<file path="config.mk">
export PLATFORM = sky130hd
export DESIGN_NAME = double_ended_stack_allocator
export DESIGN_NICKNAME = d
export VERILOG_FILES = /design/src/design/desa_pkg.sv /design/src/design/desa_exec.sv /design/src/design/double_ended_stack_allocator.sv
export SDC_FILE = /design/constraint.sdc
export NUM_CORES = 1
export LEC_CHECK = 0
export ABC_AREA = 1
export BUFFER_PORTS_ARGS = -buffer_cell sky130_fd_sc_hd__buf_2
export CORE_UTILIZATION = 40
export CTS_CLUSTER_SIZE = 14
export DETAILED_ROUTE_END_ITERATION = 10
export RECOVER_POWER = 25
export SYNTH_ARGS = -nofsm -noshare
export SYNTH_HDL_FRONTEND = slang
export SYNTH_HIERARCHICAL = 1
export SYNTH_SLANG_ARGS = --single-unit
</file>
<file path="constraint.sdc">
create_clock -name clk_i -period 6.2 [get_ports clk_i]
set_input_delay 0 -clock clk_i [delete_from_list [all_inputs] [get_ports clk_i]]
set_output_delay 0 -clock clk_i [all_outputs]
set_load 0.01 [all_outputs]
</file>
<file path="src/design/desa_pkg.sv">
// Shared types and constants for the double-ended stack allocator.
// Holds the command codes, the input and result word layouts and the marker state.
// No dependencies.
`default_nettype none

package desa_pkg;

  // Offset and field widths
  localparam int unsigned OffW      = 21;
  localparam int unsigned ShiftW    = 5;
  localparam int unsigned CmdW      = 3;

  // Default region addressing width and capacity out of reset
  localparam int unsigned  CapacityBitsDefault = 20;
  localparam logic [OffW-1:0] CapResetValue    = 21'd1048576;

  // Commands
  typedef enum logic [CmdW-1:0] {
    CmdAllocTop      = 3'd0,
    CmdAllocBottom   = 3'd1,
    CmdReleaseTop    = 3'd2,
    CmdReleaseBottom = 3'd3,
    CmdRestoreTop    = 3'd4,
    CmdRestoreBottom = 3'd5,
    CmdClearTop      = 3'd6,
    CmdClearBottom   = 3'd7
  } cmd_e;

  // Input word
  typedef struct packed {
    cmd_e              cmd;
    logic [OffW-1:0]   alloc_size;
    logic [ShiftW-1:0] align_shift;
    logic [OffW-1:0]   marker;
  } in_word_t;

  // Result word
  typedef struct packed {
    logic            ok;
    logic [OffW-1:0] block_offset;
    logic [OffW-1:0] top_now;
    logic [OffW-1:0] bottom_now;
  } out_word_t;

  // Both stack markers
  typedef struct packed {
    logic [OffW-1:0] top;
    logic [OffW-1:0] bottom;
  } marks_t;

endpackage

`default_nettype wire

</file>
<file path="src/design/desa_exec.sv">
// Command evaluation for the double-ended stack allocator.
// Purely combinational: takes one registered command and the markers, gives
// the new markers and the result word. Depends on desa_pkg.
`default_nettype none

module desa_exec (
  input  desa_pkg::in_word_t        word_i,
  input  logic [desa_pkg::OffW-1:0] cap_i,
  input  desa_pkg::marks_t          marks_i,
  output desa_pkg::marks_t          marks_o,
  output desa_pkg::out_word_t       res_o
);

  localparam int unsigned W = desa_pkg::OffW;

  logic [W-1:0] amask;
  logic         shift_big;
  logic         sized;
  logic [W-1:0] top_diff;
  logic [W-1:0] top_start;
  logic         top_fail;
  logic [W:0]   bot_sum;
  logic [W:0]   bot_start;
  logic [W+1:0] bot_end;
  logic         bot_fail;
  logic [W-1:0] room;
  logic         ok;
  logic [W-1:0] block;
  desa_pkg::marks_t nxt;

  // Alignment mask; shifts past the offset width clear every bit
  assign shift_big = (word_i.align_shift >= desa_pkg::ShiftW'(W));
  assign amask     = shift_big ? '1 : ((W'(1) << word_i.align_shift) - W'(1));

  assign sized = (word_i.cmd == desa_pkg::CmdAllocTop)    ||
                 (word_i.cmd == desa_pkg::CmdAllocBottom) ||
                 (word_i.cmd == desa_pkg::CmdReleaseTop)  ||
                 (word_i.cmd == desa_pkg::CmdReleaseBottom);

  // Top allocation: align the start down
  assign top_diff  = marks_i.top - word_i.alloc_size;
  assign top_start = top_diff & ~amask;
  assign top_fail  = (word_i.alloc_size > marks_i.top) || (top_start <= marks_i.bottom);

  // Bottom allocation: align the start up; a huge alignment off a non-zero
  // bottom always lands beyond the region
  assign bot_sum   = {1'b0, marks_i.bottom} + {1'b0, amask};
  assign bot_start = shift_big ? '0 : (bot_sum & ~{1'b0, amask});
  assign bot_end   = {1'b0, bot_start} + {2'b00, word_i.alloc_size};
  assign bot_fail  = (shift_big && (marks_i.bottom != '0)) ||
                     (bot_end >= {2'b00, marks_i.top});

  // Space left above the top marker
  assign room = cap_i - marks_i.top;

  // Apply the command
  always_comb begin
    nxt   = marks_i;
    ok    = 1'b1;
    block = '0;
    if (sized && (word_i.alloc_size == '0)) begin
      ok = 1'b0;
    end else begin
      case (word_i.cmd)
        desa_pkg::CmdAllocTop: begin
          if (top_fail) begin
            ok = 1'b0;
          end else begin
            nxt.top = top_start;
            block   = top_start;
          end
        end
        desa_pkg::CmdAllocBottom: begin
          if (bot_fail) begin
            ok = 1'b0;
          end else begin
            nxt.bottom = bot_end[W-1:0];
            block      = bot_start[W-1:0];
          end
        end
        desa_pkg::CmdReleaseTop: begin
          nxt.top = (word_i.alloc_size > room) ? cap_i : (marks_i.top + word_i.alloc_size);
        end
        desa_pkg::CmdReleaseBottom: begin
          nxt.bottom = (word_i.alloc_size > marks_i.bottom) ? '0
                     : (marks_i.bottom - word_i.alloc_size);
        end
        desa_pkg::CmdRestoreTop: begin
          if ((word_i.marker > marks_i.top) && (word_i.marker < cap_i)) begin
            nxt.top = word_i.marker;
          end
        end
        desa_pkg::CmdRestoreBottom: begin
          if (word_i.marker < marks_i.bottom) begin
            nxt.bottom = word_i.marker;
          end
        end
        desa_pkg::CmdClearTop: begin
          nxt.top = cap_i;
        end
        desa_pkg::CmdClearBottom: begin
          nxt.bottom = '0;
        end
        default: begin
          nxt = marks_i;
        end
      endcase
    end
  end

  assign marks_o            = nxt;
  assign res_o.ok           = ok;
  assign res_o.block_offset = block;
  assign res_o.top_now      = nxt.top;
  assign res_o.bottom_now   = nxt.bottom;

endmodule

`default_nettype wire

</file>
<file path="src/design/double_ended_stack_allocator.sv">
// Top level of the double-ended stack allocator: input register, markers,
// capacity register and result register. Depends on desa_pkg and desa_exec.
//
//   channel  direction  handshake                 word
//   in       sink       in_valid_i / in_stall_o   in_word_i   (desa_pkg::in_word_t)
//   out      source     out_valid_o / out_stall_i out_word_o  (desa_pkg::out_word_t)
//   cfg      sink       cfg_valid_i / cfg_ready_o cfg_data_i  (capacity, 21 bits)
//
// One word per cycle sustained while out_stall_i is low; a taken word goes through the
// input register, then one evaluation stage into the result register, where it is offered.
// The markers update as a word moves into the result register, so the next word sees them.
// Reset sets capacity to its default, top to capacity and bottom to zero.
// A stalled result holds while the input register takes one more word.
// Capacity writes are taken only while both registers are empty.
`default_nettype none

module double_ended_stack_allocator #(
  parameter int unsigned CAPACITY_BITS = desa_pkg::CapacityBitsDefault
) (
  input  logic                      clk_i,
  input  logic                      rst_ni,
  input  logic                      in_valid_i,
  output logic                      in_stall_o,
  input  desa_pkg::in_word_t        in_word_i,
  output logic                      out_valid_o,
  input  logic                      out_stall_i,
  output desa_pkg::out_word_t       out_word_o,
  input  logic                      cfg_valid_i,
  output logic                      cfg_ready_o,
  input  logic [desa_pkg::OffW-1:0] cfg_data_i
);

  localparam int unsigned W = desa_pkg::OffW;
  localparam logic [W-1:0] CapLimit = (CAPACITY_BITS >= W) ? {W{1'b1}}
                                    : W'(64'd1 << CAPACITY_BITS);
  localparam logic [W-1:0] CapReset = (desa_pkg::CapResetValue > CapLimit) ? CapLimit
                                    : desa_pkg::CapResetValue;

  logic                a_valid_q;
  desa_pkg::in_word_t  a_word_q;
  logic                b_valid_q;
  desa_pkg::out_word_t b_word_q;
  logic [W-1:0]        cap_q;
  desa_pkg::marks_t    marks_q;
  desa_pkg::marks_t    marks_d;
  desa_pkg::out_word_t res;
  logic                b_free;
  logic                a_fire;
  logic                in_take;
  logic                cfg_take;
  logic [W-1:0]        cap_floor;
  logic [W-1:0]        cap_d;

  // Handshake
  assign b_free      = !b_valid_q || !out_stall_i;
  assign a_fire      = a_valid_q && b_free;
  assign in_stall_o  = a_valid_q && !b_free;
  assign in_take     = in_valid_i && !in_stall_o;
  assign cfg_ready_o = !a_valid_q && !b_valid_q;
  assign cfg_take    = cfg_valid_i && cfg_ready_o;
  assign out_valid_o = b_valid_q;
  assign out_word_o  = b_word_q;

  // Clamp a written capacity into range
  assign cap_floor = (cfg_data_i == '0) ? W'(1) : cfg_data_i;
  assign cap_d     = (cap_floor > CapLimit) ? CapLimit : cap_floor;

  desa_exec u_exec (
    .word_i  (a_word_q),
    .cap_i   (cap_q),
    .marks_i (marks_q),
    .marks_o (marks_d),
    .res_o   (res)
  );

  // Stage valids, capacity and markers
  always_ff @(posedge clk_i or negedge rst_ni) begin
    if (!rst_ni) begin
      a_valid_q      <= 1'b0;
      b_valid_q      <= 1'b0;
      cap_q          <= CapReset;
      marks_q.top    <= CapReset;
      marks_q.bottom <= '0;
    end else begin
      if (in_take) begin
        a_valid_q <= 1'b1;
      end else if (a_fire) begin
        a_valid_q <= 1'b0;
      end
      if (a_fire) begin
        b_valid_q <= 1'b1;
      end else if (!out_stall_i) begin
        b_valid_q <= 1'b0;
      end
      if (cfg_take) begin
        cap_q          <= cap_d;
        marks_q.top    <= cap_d;
        marks_q.bottom <= '0;
      end else if (a_fire) begin
        marks_q <= marks_d;
      end
    end
  end

  // Payload registers
  always_ff @(posedge clk_i) begin
    if (in_take) begin
      a_word_q <= in_word_i;
    end
    if (a_fire) begin
      b_word_q <= res;
    end
  end

endmodule

`default_nettype wire

</file>
# --- Yosys cells after proc, flatten, opt, wreduce, memory -nomap -nowiden ---
# Index checks and enable logic that the tools add are counted.
op_classes:
  shifts: 1
  n_eq_ne: 8
  n_lt_le_gt_ge: 10
  n_mux: 25
  n_addsub: 7
  n_reduce_logical: 25
  bitwise_logic: 4
ops:
  columns: ["op", "n"]
  rows:
  - ["$mux W21", 11]
  - ["$pmux W21 S4", 2]
  - ["$mux W42", 3]
  - ["$gt A21 B21 Y1", 4]
  - ["$sub A21 B21 Y21", 3]
  - ["$logic_not A21 Y1", 2]
  - ["$lt A21 B21 Y1", 2]
  - ["$pmux W21 S2", 1]
  - ["$add A22 B21 Y23", 1]
  - ["$ge A23 B21 Y1", 1]
  - ["$add A21 B21 Y22", 1]
  - ["$and A22 B22 Y22", 1]
  - ["$mux W22", 1]
  - ["$not A21 Y22", 1]
  - ["$add A21 B21 Y21", 1]
  - ["$and A21 B21 Y21", 1]
  - ["$gt A21 B21 Y1 const B", 1]
  - ["$le A21 B21 Y1", 1]
  - ["$not A21 Y21", 1]
  - ["$reduce_bool A21 Y1", 1]
  - ["$shl A1 B5 Y21 const A", 1]
  - ["$sub A21 B1 Y21 const B", 1]
  - ["$eq A3 B3 Y1 const B", 4]
  - ["$logic_and A1 B1 Y1", 8]
  - ["10 further kinds", 26]
word_totals:
  input_bits: 76
  word_cells: 93
  output_inout_bits: 67
  register_bits: 179

# --- Logic depth before layout (Yosys ltp) ---
logic_depth:
  depth_word: 14
  depth_mapped: 46
  ltp_nobuf: 45

# --- Cells and area by module ---
# Netlist, hierarchy kept.
by_module_without_submodules:
  columns: ["mod", "area_per_inst_um2", "cells_per_inst", "seq_area_each_um2", "n_inst"]
  rows:
  - ["desa_exec", 14779.2, 2690, 0.0, 1]
  - ["double_ended_stack_allocator", 6242.2, 424, 5052.3, 1]

# --- Worst setup path before layout ---
# No wires, ideal clock.
synth_timing:
  path_type: "reg-to-reg"
  from: "reg a_word_q[22] in the netlist's numbering"
  to: "reg b_word_q (netlist bit out_word_o[7]) (data pin)"
  setup_slack_ns: 0.686
  setup_time_ns: 0.251
  required_time_ns: 5.949
  period_less_slack_ns: 5.514
  path_stages_with_launch: 41
  arrival_time_ns: 5.263
  n_path_buf: 2
  cell_sequence: "edfxtp_1 -> inv_2 -> nand2_1 -> nor2_1 -> nand2_1 -> ha_1 -> inv_1 -> nor2_1 -> a21oi_1 -> o21ai_1 -> ha_1 -> a21oi_1 -> and2_1 -> nand2_2 -> a31oi_1 -> xor2_1 -> nor2_1 -> ha_1 -> [... 5 more ...] -> nand2_1 -> xor2_1 -> inv_1 -> ha_1 -> a21oi_1 -> o21ai_0 -> nor2_1 -> nand2_1 -> nand2_1 -> nand2_1 -> a21oi_2 -> nand2_4 -> buf_6 -> nand3_1 -> nand3_1 -> nand2_1 -> inv_1 -> buf_4"
synth_rtl:
  columns: ["item", "line_no", "text"]
  rows:
  - ["from (decl)", "double_ended_stack_allocator.sv:40", "desa_pkg::in_word_t a_word_q;"]
  - ["from (signal assigned)", "double_ended_stack_allocator.sv:108", "a_word_q <= in_word_i;"]
  - ["to (signal assigned)", "double_ended_stack_allocator.sv:111", "b_word_q <= res;"]
  - ["to (decl)", "double_ended_stack_allocator.sv:42", "desa_pkg::out_word_t b_word_q;"]

==> flow_summary.ini <==
[worst_setup_path]
r2r_cells = 38
cpMostUsedCell = nand2_1
crit_family = simple AND/OR/NAND/NOR gates
required_ns = 6.65
critPathMaxStageDelay_ns = 0.46
cp_num_buf_inv = 8
critPathMaxFanout = 7
setup.worst_path.class = reg2reg
cp_num_cells = 38
endpoint_kind = register
arrival_ns = 6.52
cp_slowest_cell = edfxtp_1
critPathLaunchType = register

[layout]
final_cell_mix = 748 x nand2_1, 374 x inv_1, 300 x nor2_1
drive_gt1_share_pct = 21.0
nNetsFinal = 3832
fin_cells = 4196
final_common_cell = nand2_1
area_delta_synth_final_pct = 25.7

[detailed_routing]
vias = 24612
drtIter0Drc = 3193
antenna_left = 0
drc = 0
wl_per_cell_um = 25.9
wirelength_mm = 109
dr.pass1.iters = 6
via_per_inst = 5.87

[yosys]
synth-seq-cells = 179
async_reset_ff_share_pct = 36.3
yosysSeqAreaShare_pct = 24.0
synth.avg_cell_area_um2 = 6.75
synthCells = 3114
synth_ff_type = edfxtp_1
synth_nets = 3445
synth.cell_area_um2 = 21000
synth-edff-count = 114
yosysWarnings = 6
ys_types = 55

[sta]
fmax_mhz = 165
slew_violations = 66
final.setup_skew_ns = 0.0243
final-hold-violation-count = 0
finalCriticalPeriod_ns = 6.07
min_period_over_period_pct = 97.9
tightest_slew_ns = 4.28
slew_headroom_pct = -185
finalSetupViolCount = 0
fin_hold_ws_ns = 0.115

[power]
internal_power_uw = 5330
p_clk_share_pct = 9.7
pwr-share-seq_pct = 15.9
power.leakage_uw = 0.0132
power_frac_comb_pct = 74.4
sw_frac_of_total_pct = 56.0
powerDensity_nw_per_um2 = 459
p_sw_uw = 6790
peakVddDrop_mv = 0.297

[clock_tree]
cts.sinks = 179
clock_tree.buffer_depth = 2
cts_buffers = 17
cts_root_buf = clkbuf_16
clk_latency_ns = 0.51
clk_pin_slew_ns = 0.09
cts_tree = done
htreeDepth = 4

[placed_design]
dpl.hpwl_mm = 88.0
routabilityCongestion = 1.05
numPlacedInstances = 4052
numPortBuffers = 142

[floorplan]
die_x_um = 231
core_area_um2 = 51600
die_y_um = 231
start_util_pct = 40.7
num_rows = 83
ios = 143
die_area_um2 = 53500

[grt]
grt_max_degree = 76
grt_pass1_wl_mm = 153
antenna_found_initial = 5
overflow = 0
grt_pass1_vias = 22395
grt_use_total_pct = 39.8

[job]
maxCapViolCount = 1

[outcome]
status = finished, violations left
failed_checks = capacitance limit, slew limit

[worst_hold_path]
whs_path_depth = 5
hold_path_class = in2reg
-- synth_stat cells, types with 5 or more instances --
library cell	n	area share, %
clkbuf_1	39	0.70
nand2_1	793	14
inv_2	13	0.23
o211ai_1	19	0.68
inv_1	385	6.9
nor4_1	8	0.24
fa_1	6	0.57
nand2_2	13	0.39
dfrtp_1	63	7.5
a22o_1	21	0.87
and2_1	5	0.15
o21a_1	11	0.39
nand3_1	232	5.5
buf_4	49	1.7
a21oi_2	41	1.7
ha_1	249	15
edfxtp_1	114	16
a21oi_1	233	5.5
a31oi_1	8	0.24
nor3_1	37	0.88
a21o_1	8	0.29
buf_6	6	0.32
a21boi_0	7	0.25
nand3_2	26	1.2
xor2_1	46	1.9
o21bai_1	18	0.64
o21ai_0	113	2.7
clkinv_1	5	0.089
buf_2	33	0.79
nor2_2	15	0.45
or2_2	6	0.18
nor2_1	323	5.8
nand3b_1	13	0.46
nand4_1	106	3.2
o21ai_1	7	0.17
xnor2_1	21	0.87
-- metal layers --
metal | share of wire [%] | global-route usage (%)
met1 | 42 | 55.0
met3 | 10 | 7.95
met2 | 42 | 58.6
met4 | 5.5 | 19.8
met5 | 0.021 | 0
-- power groups by stage --
stage	combinational (uW)	sequential [uW]	clock [uW]
floorplan	4640	1780	0
global placement	7780	1910	0
detailed placement	7810	1910	0
CTS	8100	1890	1200
global route	9540	1930	1230
finish	9020	1920	1180
-- per-stage QoR --
step	util [%]	instance area, um^2	power (uW)	setup TNS (ns)	worst slack, ns
2_1_floorplan	-	21000	6420	0	0.686
3_3_place_gp	46.0	23700	9690	-22.46	-0.487
3_5_place_dp	46.0	23700	9730	-23.61	-0.481
4_1_cts	49.1	25400	11200	-0.00180	-0.00180
5_1_grt	51.2	26400	12700	-4.58	-0.128
6_report	51.2	26400	12100	0	0.131
-- tightest hold or removal path: stages --
cell,delay (ns)
buf_2,0.08
nand2_2,0.04
buf_4,0.28
nand2_1,0.13
nand2_1,0.05
-- flip-flops by register name, indices dropped and copies added, names as in the netlist --
name,flops
a_word_q,50
marks_q,42
a_valid_q,1
out_word_o,64
cap_q,21
out_valid_o,1
-- repair_timing --
item	in CTS	in global routing
resized for setup	42	167
pin swaps	8	75
cloned	2	3
endpoints found under the setup margin	64	64
hold endpoints to repair	157	0
setup buffers	1	28
hold buffers	76	0
-- cells by family after synthesis --
group | share of synthesized area, %
buffers and inverters | 11.0
xor gates and xnor gates | 2.79
DFF | 24.0
and+or+nand+nor | 33.0
adders and majority gates | 15.4
AOI/OAI and AO/OA | 13.8
-- path summary, 6_finish.rpt --
kind | start | end | slack (ns)
max | a_word_q[21] | marks_q[12] | 0.13
min | cfg_valid_i | cap_q[20] | 0.12
max reg2reg | a_word_q[21] | marks_q[12] | 0.13
min reg2reg | cap_q[20] | cap_q[20] | 0.51
max in group asynchronous | rst_ni | marks_q[5] | 2.23
min in group asynchronous | rst_ni | marks_q[32] | 1.54
-- cell type report --
type	instances	area, um^2
clock buffer	17	425
multi-input combinational	2402	14700
timing repair buffer	497	3700
clock inverter	15	190
fill	5170	25200
tap	680	851
antenna	2	5.00
inverter	404	1530
sequential	179	5050
Power figures use the tool's default switching activity.
